<file path="src/hw/rtl/dws_pkg.sv">
// ============================================================================
// dws_pkg: shared types and codes of the deadline window supervisor
// Holds event, status and reason codes, register indexes and the structs
// that travel between the supervisor's modules.
// ============================================================================
package dws_pkg;

  localparam int unsigned TimeW   = 64;
  localparam int unsigned FuncW   = 4;
  localparam int unsigned StatusW = 2;
  localparam int unsigned ReasonW = 3;
  localparam int unsigned CfgIdxW = 2;
  localparam int unsigned CfgDatW = 64;

  // Event codes
  localparam logic [FuncW-1:0] EV_SOURCE = 4'd0;
  localparam logic [FuncW-1:0] EV_TARGET = 4'd1;
  localparam logic [FuncW-1:0] EV_OTHER  = 4'd2;
  localparam logic [FuncW-1:0] EV_SYNC   = 4'd3;
  localparam logic [FuncW-1:0] EV_ACT    = 4'd4;
  localparam logic [FuncW-1:0] EV_DEACT  = 4'd5;
  localparam logic [FuncW-1:0] EV_RECOV  = 4'd6;
  localparam logic [FuncW-1:0] EV_RING   = 4'd7;
  localparam logic [FuncW-1:0] EV_HIST   = 4'd8;

  // Status codes
  localparam logic [StatusW-1:0] ST_DEACT = 2'd0;
  localparam logic [StatusW-1:0] ST_OK    = 2'd1;
  localparam logic [StatusW-1:0] ST_EXP   = 2'd2;

  // Reason codes
  localparam logic [ReasonW-1:0] RS_OK     = 3'd0;
  localparam logic [ReasonW-1:0] RS_DEACT  = 3'd1;
  localparam logic [ReasonW-1:0] RS_DOUBLE = 3'd2;
  localparam logic [ReasonW-1:0] RS_MAX    = 3'd3;
  localparam logic [ReasonW-1:0] RS_MIN    = 3'd4;
  localparam logic [ReasonW-1:0] RS_RING   = 3'd5;
  localparam logic [ReasonW-1:0] RS_HIST   = 3'd6;
  localparam logic [ReasonW-1:0] RS_DATA   = 3'd7;

  // Configuration register indexes
  localparam logic [CfgIdxW-1:0] REG_MIN_WINDOW    = 2'd0;
  localparam logic [CfgIdxW-1:0] REG_MAX_WINDOW    = 2'd1;
  localparam logic [CfgIdxW-1:0] REG_MIN_CHECK_OFF = 2'd2;
  localparam logic [CfgIdxW-1:0] REG_MAX_CHECK_OFF = 2'd3;

  typedef struct packed {
    logic [TimeW-1:0] min_window;
    logic [TimeW-1:0] max_window;
    logic             min_check_off;
    logic             max_check_off;
  } cfg_t;

  typedef struct packed {
    logic [StatusW-1:0] status;
    logic [ReasonW-1:0] reason;
    logic [TimeW-1:0]   event_time;
    logic               changed;
  } res_t;

endpackage

</file>
<file path="src/hw/rtl/dws_ev_if.sv">
// ============================================================================
// dws_ev_if: event input channel
// Carries one event code and its time stamp per transaction.
// ============================================================================
interface dws_ev_if;
  logic                         valid;
  logic                         ready;
  logic [dws_pkg::FuncW-1:0]    func;
  logic [dws_pkg::TimeW-1:0]    stamp;

  modport source (output valid, func, stamp, input ready);
  modport sink   (input valid, func, stamp, output ready);
endinterface

</file>
<file path="src/hw/rtl/dws_res_if.sv">
// ============================================================================
// dws_res_if: result output channel
// Carries status, reason, event time and the change flag per transaction.
// ============================================================================
interface dws_res_if;
  logic                         valid;
  logic                         ready;
  logic [dws_pkg::StatusW-1:0]  status;
  logic [dws_pkg::ReasonW-1:0]  reason;
  logic [dws_pkg::TimeW-1:0]    event_time;
  logic                         changed;

  modport source (output valid, status, reason, event_time, changed, input ready);
  modport sink   (input valid, status, reason, event_time, changed, output ready);
endinterface

</file>
<file path="src/hw/rtl/dws_cfg_if.sv">
// ============================================================================
// dws_cfg_if: configuration write channel
// Carries a register index and write data per transaction.
// ============================================================================
interface dws_cfg_if;
  logic                          valid;
  logic                          ready;
  logic [dws_pkg::CfgIdxW-1:0]   index;
  logic [dws_pkg::CfgDatW-1:0]   data;

  modport source (output valid, index, data, input ready);
  modport sink   (input valid, index, data, output ready);
endinterface

</file>
<file path="src/hw/rtl/dws_cfg_regs.sv">
// ============================================================================
// dws_cfg_regs: configuration register file
// Decodes writes on the configuration channel into the window registers.
// ============================================================================
module dws_cfg_regs (
  input  logic          clk_i,
  input  logic          rst_ni,
  dws_cfg_if.sink       cfg_i,
  output dws_pkg::cfg_t cfg_o
);

  dws_pkg::cfg_t cfg_q, cfg_d;

  assign cfg_i.ready = 1'b1;

  always_comb begin
    cfg_d = cfg_q;
    if (cfg_i.valid) begin
      case (cfg_i.index)
        dws_pkg::REG_MIN_WINDOW:    cfg_d.min_window    = cfg_i.data;
        dws_pkg::REG_MAX_WINDOW:    cfg_d.max_window    = cfg_i.data;
        dws_pkg::REG_MIN_CHECK_OFF: cfg_d.min_check_off = cfg_i.data[0];
        dws_pkg::REG_MAX_CHECK_OFF: cfg_d.max_check_off = cfg_i.data[0];
        default: cfg_d = cfg_q;
      endcase
    end
  end

  always_ff @(posedge clk_i or negedge rst_ni) begin
    if (!rst_ni) begin
      cfg_q <= '0;
    end else begin
      cfg_q <= cfg_d;
    end
  end

  assign cfg_o = cfg_q;

endmodule

</file>
<file path="src/hw/rtl/dws_core.sv">
// ============================================================================
// dws_core: event register, supervision state and next-state logic
// Registers one event, then applies it to the supervision state once the
// output register is ready, and presents the result to that register.
// ============================================================================
module dws_core (
  input  logic          clk_i,
  input  logic          rst_ni,
  dws_ev_if.sink        ev_i,
  input  dws_pkg::cfg_t cfg_i,
  output logic          res_valid_o,
  input  logic          res_ready_i,
  output dws_pkg::res_t res_o
);

  localparam int unsigned TW = dws_pkg::TimeW;

  // Event register
  logic                      ev_valid_q;
  logic [dws_pkg::FuncW-1:0] func_q;
  logic [TW-1:0]             stamp_q;
  logic                      adv;

  // Supervision state
  logic [dws_pkg::StatusW-1:0] status_q, status_d;
  logic [dws_pkg::ReasonW-1:0] reason_q, reason_d;
  logic [TW-1:0]               src_q, src_d;
  logic [TW-1:0]               evt_q, evt_d;
  logic [TW-1:0]               sync_q, sync_d;
  logic                        loss_q, loss_d;
  logic                        rep;

  logic [TW-1:0] gap;
  logic [TW-1:0] max_miss_time;
  logic          src_set;
  logic          max_hit;
  logic          min_hit;

  assign adv         = ev_valid_q && res_ready_i;
  assign ev_i.ready  = !ev_valid_q || res_ready_i;
  assign res_valid_o = ev_valid_q;

  always_ff @(posedge clk_i or negedge rst_ni) begin
    if (!rst_ni) begin
      ev_valid_q <= 1'b0;
    end else if (ev_i.ready) begin
      ev_valid_q <= ev_i.valid;
    end
  end

  always_ff @(posedge clk_i) begin
    if (ev_i.valid && ev_i.ready) begin
      func_q  <= ev_i.func;
      stamp_q <= ev_i.stamp;
    end
  end

  // Gap checks against the window registers
  assign src_set       = (src_q != '0);
  assign gap           = stamp_q - src_q;
  assign max_hit       = !cfg_i.max_check_off && (gap > cfg_i.max_window);
  assign min_hit       = !cfg_i.min_check_off && (gap < cfg_i.min_window);
  assign max_miss_time = src_q + cfg_i.max_window + TW'(1);

  always_comb begin
    status_d = status_q;
    reason_d = reason_q;
    src_d    = src_q;
    evt_d    = evt_q;
    sync_d   = sync_q;
    loss_d   = loss_q;
    rep      = 1'b0;

    if (func_q == dws_pkg::EV_RING || func_q == dws_pkg::EV_HIST) begin
      // Hold the loss until the next sync tick
      loss_d   = 1'b1;
      reason_d = (func_q == dws_pkg::EV_RING) ? dws_pkg::RS_RING : dws_pkg::RS_HIST;
      evt_d    = sync_q;
    end else if (func_q > dws_pkg::EV_HIST) begin
      // Unknown code: drop
    end else if (loss_q) begin
      if (func_q == dws_pkg::EV_SYNC) begin
        if (status_q != dws_pkg::ST_EXP) begin
          status_d = dws_pkg::ST_EXP;
          src_d    = '0;
          rep      = 1'b1;
        end
        loss_d = 1'b0;
        sync_d = stamp_q;
      end
    end else begin
      case (status_q)
        dws_pkg::ST_DEACT: begin
          if (func_q == dws_pkg::EV_ACT) begin
            evt_d    = stamp_q;
            status_d = dws_pkg::ST_OK;
            reason_d = dws_pkg::RS_OK;
            rep      = 1'b1;
          end
        end
        dws_pkg::ST_OK: begin
          case (func_q)
            dws_pkg::EV_SOURCE: begin
              if (src_set) begin
                reason_d = dws_pkg::RS_DOUBLE;
                evt_d    = stamp_q;
                src_d    = '0;
              end else begin
                src_d = stamp_q;
              end
            end
            dws_pkg::EV_TARGET: begin
              evt_d = stamp_q;
              if (src_set) begin
                src_d = '0;
                if (max_hit) begin
                  reason_d = dws_pkg::RS_MAX;
                  evt_d    = max_miss_time;
                end else begin
                  reason_d = min_hit ? dws_pkg::RS_MIN : dws_pkg::RS_OK;
                end
              end
            end
            dws_pkg::EV_OTHER: begin
            end
            default: begin
              if (src_set && max_hit) begin
                reason_d = dws_pkg::RS_MAX;
                evt_d    = max_miss_time;
                src_d    = '0;
              end
            end
          endcase
          if (reason_d != dws_pkg::RS_OK) begin
            status_d = dws_pkg::ST_EXP;
            loss_d   = 1'b0;
            src_d    = '0;
            rep      = 1'b1;
          end
        end
        dws_pkg::ST_EXP: begin
        end
        default: begin
          // Corrupt status code: flag a data error
          evt_d    = sync_q;
          reason_d = dws_pkg::RS_DATA;
          status_d = dws_pkg::ST_EXP;
          loss_d   = 1'b0;
          src_d    = '0;
          rep      = 1'b1;
        end
      endcase

      if (func_q == dws_pkg::EV_RECOV) begin
        // Deactivate, then reactivate at the stamp
        src_d    = '0;
        evt_d    = stamp_q;
        status_d = dws_pkg::ST_OK;
        reason_d = dws_pkg::RS_OK;
        rep      = 1'b1;
      end else if (func_q == dws_pkg::EV_DEACT && status_d != dws_pkg::ST_DEACT) begin
        evt_d    = stamp_q;
        status_d = dws_pkg::ST_DEACT;
        reason_d = dws_pkg::RS_DEACT;
        src_d    = '0;
        rep      = 1'b1;
      end

      if (func_q == dws_pkg::EV_SYNC) begin
        sync_d = stamp_q;
      end
    end
  end

  always_ff @(posedge clk_i or negedge rst_ni) begin
    if (!rst_ni) begin
      status_q <= dws_pkg::ST_DEACT;
      reason_q <= dws_pkg::RS_OK;
      src_q    <= '0;
      evt_q    <= '0;
      sync_q   <= '0;
      loss_q   <= 1'b0;
    end else if (adv) begin
      status_q <= status_d;
      reason_q <= reason_d;
      src_q    <= src_d;
      evt_q    <= evt_d;
      sync_q   <= sync_d;
      loss_q   <= loss_d;
    end
  end

  assign res_o.status     = status_d;
  assign res_o.reason     = reason_d;
  assign res_o.event_time = evt_d;
  assign res_o.changed    = rep;

  // A pending source only exists while supervision is ok
  a_src_only_ok : assert property (@(posedge clk_i) disable iff (!rst_ni)
    src_q != '0 |-> status_q == dws_pkg::ST_OK)
    else $error("source time held outside ok status");

  // A pending loss always carries a loss reason
  a_loss_reason : assert property (@(posedge clk_i) disable iff (!rst_ni)
    loss_q |-> (reason_q == dws_pkg::RS_RING || reason_q == dws_pkg::RS_HIST))
    else $error("loss pending without loss reason");

  // A reported ok status has reason ok
  a_ok_reason : assert property (@(posedge clk_i) disable iff (!rst_ni)
    (adv && rep && status_d == dws_pkg::ST_OK) |-> reason_d == dws_pkg::RS_OK)
    else $error("ok status reported with a fault reason");

  // State moves only when an event is applied
  a_state_hold : assert property (@(posedge clk_i) disable iff (!rst_ni)
    !adv |=> $stable(status_q) && $stable(loss_q) && $stable(src_q))
    else $error("state changed without an applied event");

endmodule

</file>
<file path="src/hw/rtl/dws_out_reg.sv">
// ============================================================================
// dws_out_reg: result register
// Holds one result until the output channel takes it.
// ============================================================================
module dws_out_reg (
  input  logic          clk_i,
  input  logic          rst_ni,
  input  logic          res_valid_i,
  output logic          res_ready_o,
  input  dws_pkg::res_t res_i,
  dws_res_if.source     res_o
);

  logic          valid_q;
  dws_pkg::res_t res_q;

  assign res_ready_o = !valid_q || res_o.ready;

  always_ff @(posedge clk_i or negedge rst_ni) begin
    if (!rst_ni) begin
      valid_q <= 1'b0;
    end else if (res_ready_o) begin
      valid_q <= res_valid_i;
    end
  end

  always_ff @(posedge clk_i) begin
    if (res_valid_i && res_ready_o) begin
      res_q <= res_i;
    end
  end

  assign res_o.valid      = valid_q;
  assign res_o.status     = res_q.status;
  assign res_o.reason     = res_q.reason;
  assign res_o.event_time = res_q.event_time;
  assign res_o.changed    = res_q.changed;

endmodule

</file>
<file path="src/hw/rtl/deadline_window_supervisor_top.sv">
// Path: an event passes the event register, then the result register, before
//   its result transaction; the state is applied as the result register takes it.
// Throughput: one event per cycle while the result register drains or is empty;
//   the supervision state updates on each applied event through one 64-bit
//   subtract, two compares and the state decode.
// Reset: rst_ni is asynchronous, active low; status comes up deactivated,
//   the supervision times and the window registers clear to zero.
// ============================================================================
// deadline_window_supervisor_top: deadline window supervisor
// Checks that each source checkpoint is followed by a target checkpoint
// inside the configured window and reports status transitions.
// ============================================================================
module deadline_window_supervisor_top (
  input  logic      clk_i,
  input  logic      rst_ni,
  dws_ev_if.sink    ev_i,
  dws_res_if.source res_o,
  dws_cfg_if.sink   cfg_i
);

  // Window configuration; only write while no event is in flight, not enforced
  dws_pkg::cfg_t cfg;

  // Core to result register: one result per applied event
  logic          res_valid;
  logic          res_ready;
  dws_pkg::res_t res;

  dws_cfg_regs u_cfg_regs (
    .clk_i  (clk_i),
    .rst_ni (rst_ni),
    .cfg_i  (cfg_i),
    .cfg_o  (cfg)
  );

  // Register the event, then apply it to the supervision state when results drain
  dws_core u_core (
    .clk_i       (clk_i),
    .rst_ni      (rst_ni),
    .ev_i        (ev_i),
    .cfg_i       (cfg),
    .res_valid_o (res_valid),
    .res_ready_i (res_ready),
    .res_o       (res)
  );

  // Hold the result while the consumer stalls; the core keeps accepting
  // as long as this register drains or is empty
  dws_out_reg u_out_reg (
    .clk_i       (clk_i),
    .rst_ni      (rst_ni),
    .res_valid_i (res_valid),
    .res_ready_o (res_ready),
    .res_i       (res),
    .res_o       (res_o)
  );

endmodule
</file>
<file path="src/flat_wrapper.sv">
// flat-port wrapper written by rule: the top's interface ports become plain ports
module deadline_window_supervisor_top_flat 
  (clk_i, rst_ni, ev_i_valid, ev_i_func, ev_i_stamp, ev_i_ready, res_o_valid, res_o_status, res_o_reason, res_o_event_time, res_o_changed, res_o_ready, cfg_i_valid, cfg_i_index, cfg_i_data, cfg_i_ready);
  dws_ev_if ev_i_i ();
  dws_res_if res_o_i ();
  dws_cfg_if cfg_i_i ();
  input  logic clk_i;
  input  logic rst_ni;
  input wire logic [$bits(ev_i_i.valid)-1:0] ev_i_valid;
  input wire logic [$bits(ev_i_i.func)-1:0] ev_i_func;
  input wire logic [$bits(ev_i_i.stamp)-1:0] ev_i_stamp;
  output wire logic [$bits(ev_i_i.ready)-1:0] ev_i_ready;
  output wire logic [$bits(res_o_i.valid)-1:0] res_o_valid;
  output wire logic [$bits(res_o_i.status)-1:0] res_o_status;
  output wire logic [$bits(res_o_i.reason)-1:0] res_o_reason;
  output wire logic [$bits(res_o_i.event_time)-1:0] res_o_event_time;
  output wire logic [$bits(res_o_i.changed)-1:0] res_o_changed;
  input wire logic [$bits(res_o_i.ready)-1:0] res_o_ready;
  input wire logic [$bits(cfg_i_i.valid)-1:0] cfg_i_valid;
  input wire logic [$bits(cfg_i_i.index)-1:0] cfg_i_index;
  input wire logic [$bits(cfg_i_i.data)-1:0] cfg_i_data;
  output wire logic [$bits(cfg_i_i.ready)-1:0] cfg_i_ready;
  assign ev_i_i.valid = ev_i_valid;
  assign ev_i_i.func = ev_i_func;
  assign ev_i_i.stamp = ev_i_stamp;
  assign ev_i_ready = ev_i_i.ready;
  assign res_o_valid = res_o_i.valid;
  assign res_o_status = res_o_i.status;
  assign res_o_reason = res_o_i.reason;
  assign res_o_event_time = res_o_i.event_time;
  assign res_o_changed = res_o_i.changed;
  assign res_o_i.ready = res_o_ready;
  assign cfg_i_i.valid = cfg_i_valid;
  assign cfg_i_i.index = cfg_i_index;
  assign cfg_i_i.data = cfg_i_data;
  assign cfg_i_ready = cfg_i_i.ready;
  deadline_window_supervisor_top u_core (.clk_i(clk_i), .rst_ni(rst_ni), .ev_i(ev_i_i), .res_o(res_o_i), .cfg_i(cfg_i_i));
endmodule
</file>
<file path="config.mk">
export PLATFORM = sky130hd
export DESIGN_NAME = deadline_window_supervisor_top_flat
export DESIGN_NICKNAME = d
export VERILOG_FILES = /design/src/hw/rtl/dws_pkg.sv /design/src/hw/rtl/dws_ev_if.sv /design/src/hw/rtl/dws_res_if.sv /design/src/hw/rtl/dws_cfg_if.sv /design/src/hw/rtl/dws_cfg_regs.sv /design/src/hw/rtl/dws_core.sv /design/src/hw/rtl/dws_out_reg.sv /design/src/hw/rtl/deadline_window_supervisor_top.sv /design/src/flat_wrapper.sv
export SDC_FILE = /design/constraint.sdc
export NUM_CORES = 1
export LEC_CHECK = 0
export BUFFER_PORTS_ARGS = -buffer_cell sky130_fd_sc_hd__buf_2
export CAP_MARGIN = 15
export CORE_MARGIN = 2
export CORE_UTILIZATION = 40
export CTS_BUF_LIST = sky130_fd_sc_hd__clkbuf_8
export DETAILED_ROUTE_END_ITERATION = 10
export PLACE_DENSITY = 0.61
export SKIP_CTS_REPAIR_TIMING = 1
export SLEW_MARGIN = 20
export SYNTH_ARGS = -nofsm -noshare
export SYNTH_HDL_FRONTEND = slang
export SYNTH_SLANG_ARGS = --single-unit
</file>
<file path="constraint.sdc">
create_clock -name clk_i -period 7.5 [get_ports clk_i]
set_input_delay 0.75 -clock clk_i [delete_from_list [all_inputs] [get_ports clk_i]]
set_output_delay 0.75 -clock clk_i [all_outputs]
set_load 0.05 [all_outputs]
</file>
==> run metrics <==
Post-Syn Instances 3878; CP max stage cell or4b_1; setup violators final 0; Worst R2R End u_core.u_core.src_q[45]; TritonRoute pass-1 iters 6; RR Startpoint u_core.u_core.src_q[9]; syn_nets around 4300; Root Driver clkbuf_8; Core Region 0.08515 sq mm; GRT Util Overall 0.2855; Max Cap Viol 0; Worst Skew 0.06187 ns; crit share post-route 0.9755; worst-skew pair later-pin latency 0.76 ns; Avg Cell Area, Syn 8.873 sq um; HP Class input port to async pin; post-route total power between 0.015 and 0.02 W; routed vias/inst around 6.1; CP max stage delay around 0.53 ns; Post-synth EDFFs 138; DR iter-0 viols 3891; r2r setup slk 0.18 ns; placed insts 5166; Synth Register Bits 468; fin nets around 4500; number of core rows 107; Die H 297.3 um; Worst Max-Slew Pin Slew 1.194 ns; final cell count without fillers around 5300; status completed; largest net degree at the start of global routing 112; slew margin rel. 0.2041; WL met2 55.12 mm; Pwr Density roughly 420 mW/mm^2; Register-to-Register Path Depth 28; DIE AREA 0.08839 sq mm; Synth Flop Type dfrtp_1; RePlAce Congestion 0.9459; CTS sink cnt 468; routed via count 32520; sequential-to-total area share from yosys stat 0.3604; first-pass GRT wire length 195.4 mm; layout cells sized above 1 0.1861; Chip Width 297.3 um; leakage power 16.54 nW; delay-heaviest family, CP compound AO/OA/AOI/OAI gates; CP startpoint kind register; DRC violations left 0; I/O pin count 212; Initial Utilization 0.4041; CP Class register to register; DP HPWL 93.34 mm; Yosys top cell area share 0.2400; CTS Buffer Depth 3; worst-path maximum fanout 25; ys async rst share 0.7051; WL met1 56.48 mm; Max VDD drop 0.2032 mV; Port Buffers 210; grt total ovfl 0; htree depth 3; Hold Vio Cnt, Final 0; Setup TNS 0 ns; met3 wire len between 10 and 15 mm; max-slew violations 0; final wirelength about 130 mm; vias in the first global route roughly 30000; Synth cell types 94; Top Layer Used met5; CTS tree yes; Worst Path Buf+Inv 5; min cycle time layout 7.316 ns; crit end category register; Max Freq ~0.14 GHz; Inserted Clock Buffers 88; Worst EP arrival 7.90 ns; WP data required 8.09 ns; antenna violations before repair 5; Area Growth Syn to Fin 14.76%; leading area contributor after synthesis dfrtp_1; yosys warns 0; Final ANT Viol Nets 0; routed len/inst 24.29 um; Synth area leaders dfrtp_1 24%, edfxtp_1 12%, ha_1 9.2%, mux2_2 6.3%, a21oi_1 4.9%; Synth Cell Area ~0.034 sq mm; Clock transition at path regs approximately 0.070 ns
[power breakdown]
group          switching (W)  internal [W]  total [W]
Combinational        0.00598       0.00388    0.00985
Sequential          0.000827       0.00337    0.00419
Clock                0.00123       0.00148    0.00271
Total                0.00803       0.00872     0.0168
[worst max path at each step]
stage / to / depth (start not counted) / start / slack [ns]
6_report: u_core.u_core.src_q[45] / 28 / u_core.u_core.src_q[9] / 0.18
5_1_grt: u_core.u_core.src_q[45] / 28 / u_core.u_core.src_q[9] / -0.02
4_1_cts: u_core.u_core.src_q[5] / 28 / u_core.u_core.stamp_q[0] / -0.71
3_5_place_dp: u_core.u_core.src_q[39] / 28 / u_core.u_core.stamp_q[0] / -0.64
3_3_place_gp: u_core.u_core.src_q[1] / 28 / u_core.u_core.stamp_q[0] / -0.54
2_1_floorplan: u_core.u_out_reg.res_o.event_time[2] / 27 / u_core.u_core.stamp_q[1] / 1.26
[metal layers]
layer  GRT usage  vias up
met3     0.06632      252
li1            -    14860
met5           0        -
met2      0.4270     1715
met4      0.1004        2
met1      0.4026    15690
[kinds of logic after synthesis]
kind of cell / synth area share
mux: 0.08530
fa+ha+maj: 0.09316
buf+inv: 0.05349
simple gates: 0.1395
compound gates: 0.2395
other cells: 0.0001090
flops: 0.3604
xor+xnor: 0.02851
[sequential cells by signal, summed over array words and instances (netlist names)]
| name | cells |
|---|---|
| u_core.u_core.sync_q | 64 |
| u_core.u_core.res_valid_o | 1 |
| u_core.u_core.evt_q | 64 |
| u_core.u_core.src_q | 64 |
| u_core.u_cfg_regs.cfg_o | 130 |
| u_core.u_out_reg.res_o.valid | 1 |
| u_core.u_out_reg.res_o.changed | 1 |
| u_core.u_out_reg.res_o.reason | 3 |
| u_core.u_core.stamp_q | 64 |
| u_core.u_out_reg.res_o.status | 2 |
| u_core.u_core.reason_q | 3 |
| u_core.u_core.status_q | 2 |
| u_core.u_core.func_q | 4 |
| u_core.u_out_reg.res_o.event_time | 64 |
| u_core.u_core.loss_q | 1 |
[per-stage QoR]
stage	worst slack (ns)	util	area, sq um	hold WS [ns]
6_report	0.1838	0.4638	39490	0.07162
5_1_grt	-0.01762	0.4638	39490	0.1483
4_1_cts	-0.7104	0.4614	39280	0.06377
3_5_place_dp	-0.6432	0.4393	37410	0.4947
3_3_place_gp	-0.5384	0.4393	37410	0.4774
2_1_floorplan	1.256	-	34410	0.4544
[placed cells by master (no fill, tap or decap), drive strengths merged, types with 25 or more instances in the layout]
cell type,synthesis,final
a211oi,32,32
a21o,61,61
a21oi,339,339
a221oi,49,49
a22oi,63,63
a31oi,41,41
and3,25,25
buf,65,383
clkbuf,170,109
dfrtp,330,330
edfxtp,138,138
ha,253,253
inv,220,251
mux2,196,196
mux2i,72,72
nand2,362,362
nand2b,31,31
nand3,57,57
nand4,60,60
nor2,310,310
nor3,62,62
nor4,34,34
o211ai,48,48
o21a,31,31
o21ai,307,307
o21bai,30,30
o22ai,57,57
o31ai,34,34
xnor2,65,65
xor2,47,47
[synth_stat cells, types with 41 or more instances]
cell and number:
a21oi_1 338, edfxtp_1 138, o22ai_1 57, nand4_1 60, a31oi_1 41, xnor2_1 65
nor3_1 62, mux2i_1 72, mux2_2 194, o21ai_0 298, a221oi_1 47, nor2_1 309
ha_1 253, o211ai_1 48, a21o_1 61, clkbuf_1 170, nand2_1 362, a22oi_1 63
inv_1 220, nand3_1 57, xor2_1 47, dfrtp_1 330
[area by class of cell]
type | instances | area, sq um
inverters | 220 | 830.8
clock buffers | 108 | 1486
fillers | 8346 | 45660
repair buffers | 384 | 2535
multi-input cells | 2955 | 20400
clock inverters | 57 | 391.6
diodes | 1 | 2.502
well taps | 1144 | 1431
flip-flops and latches | 468 | 12410
No activity file was read; power rests on OpenSTA's default activity.
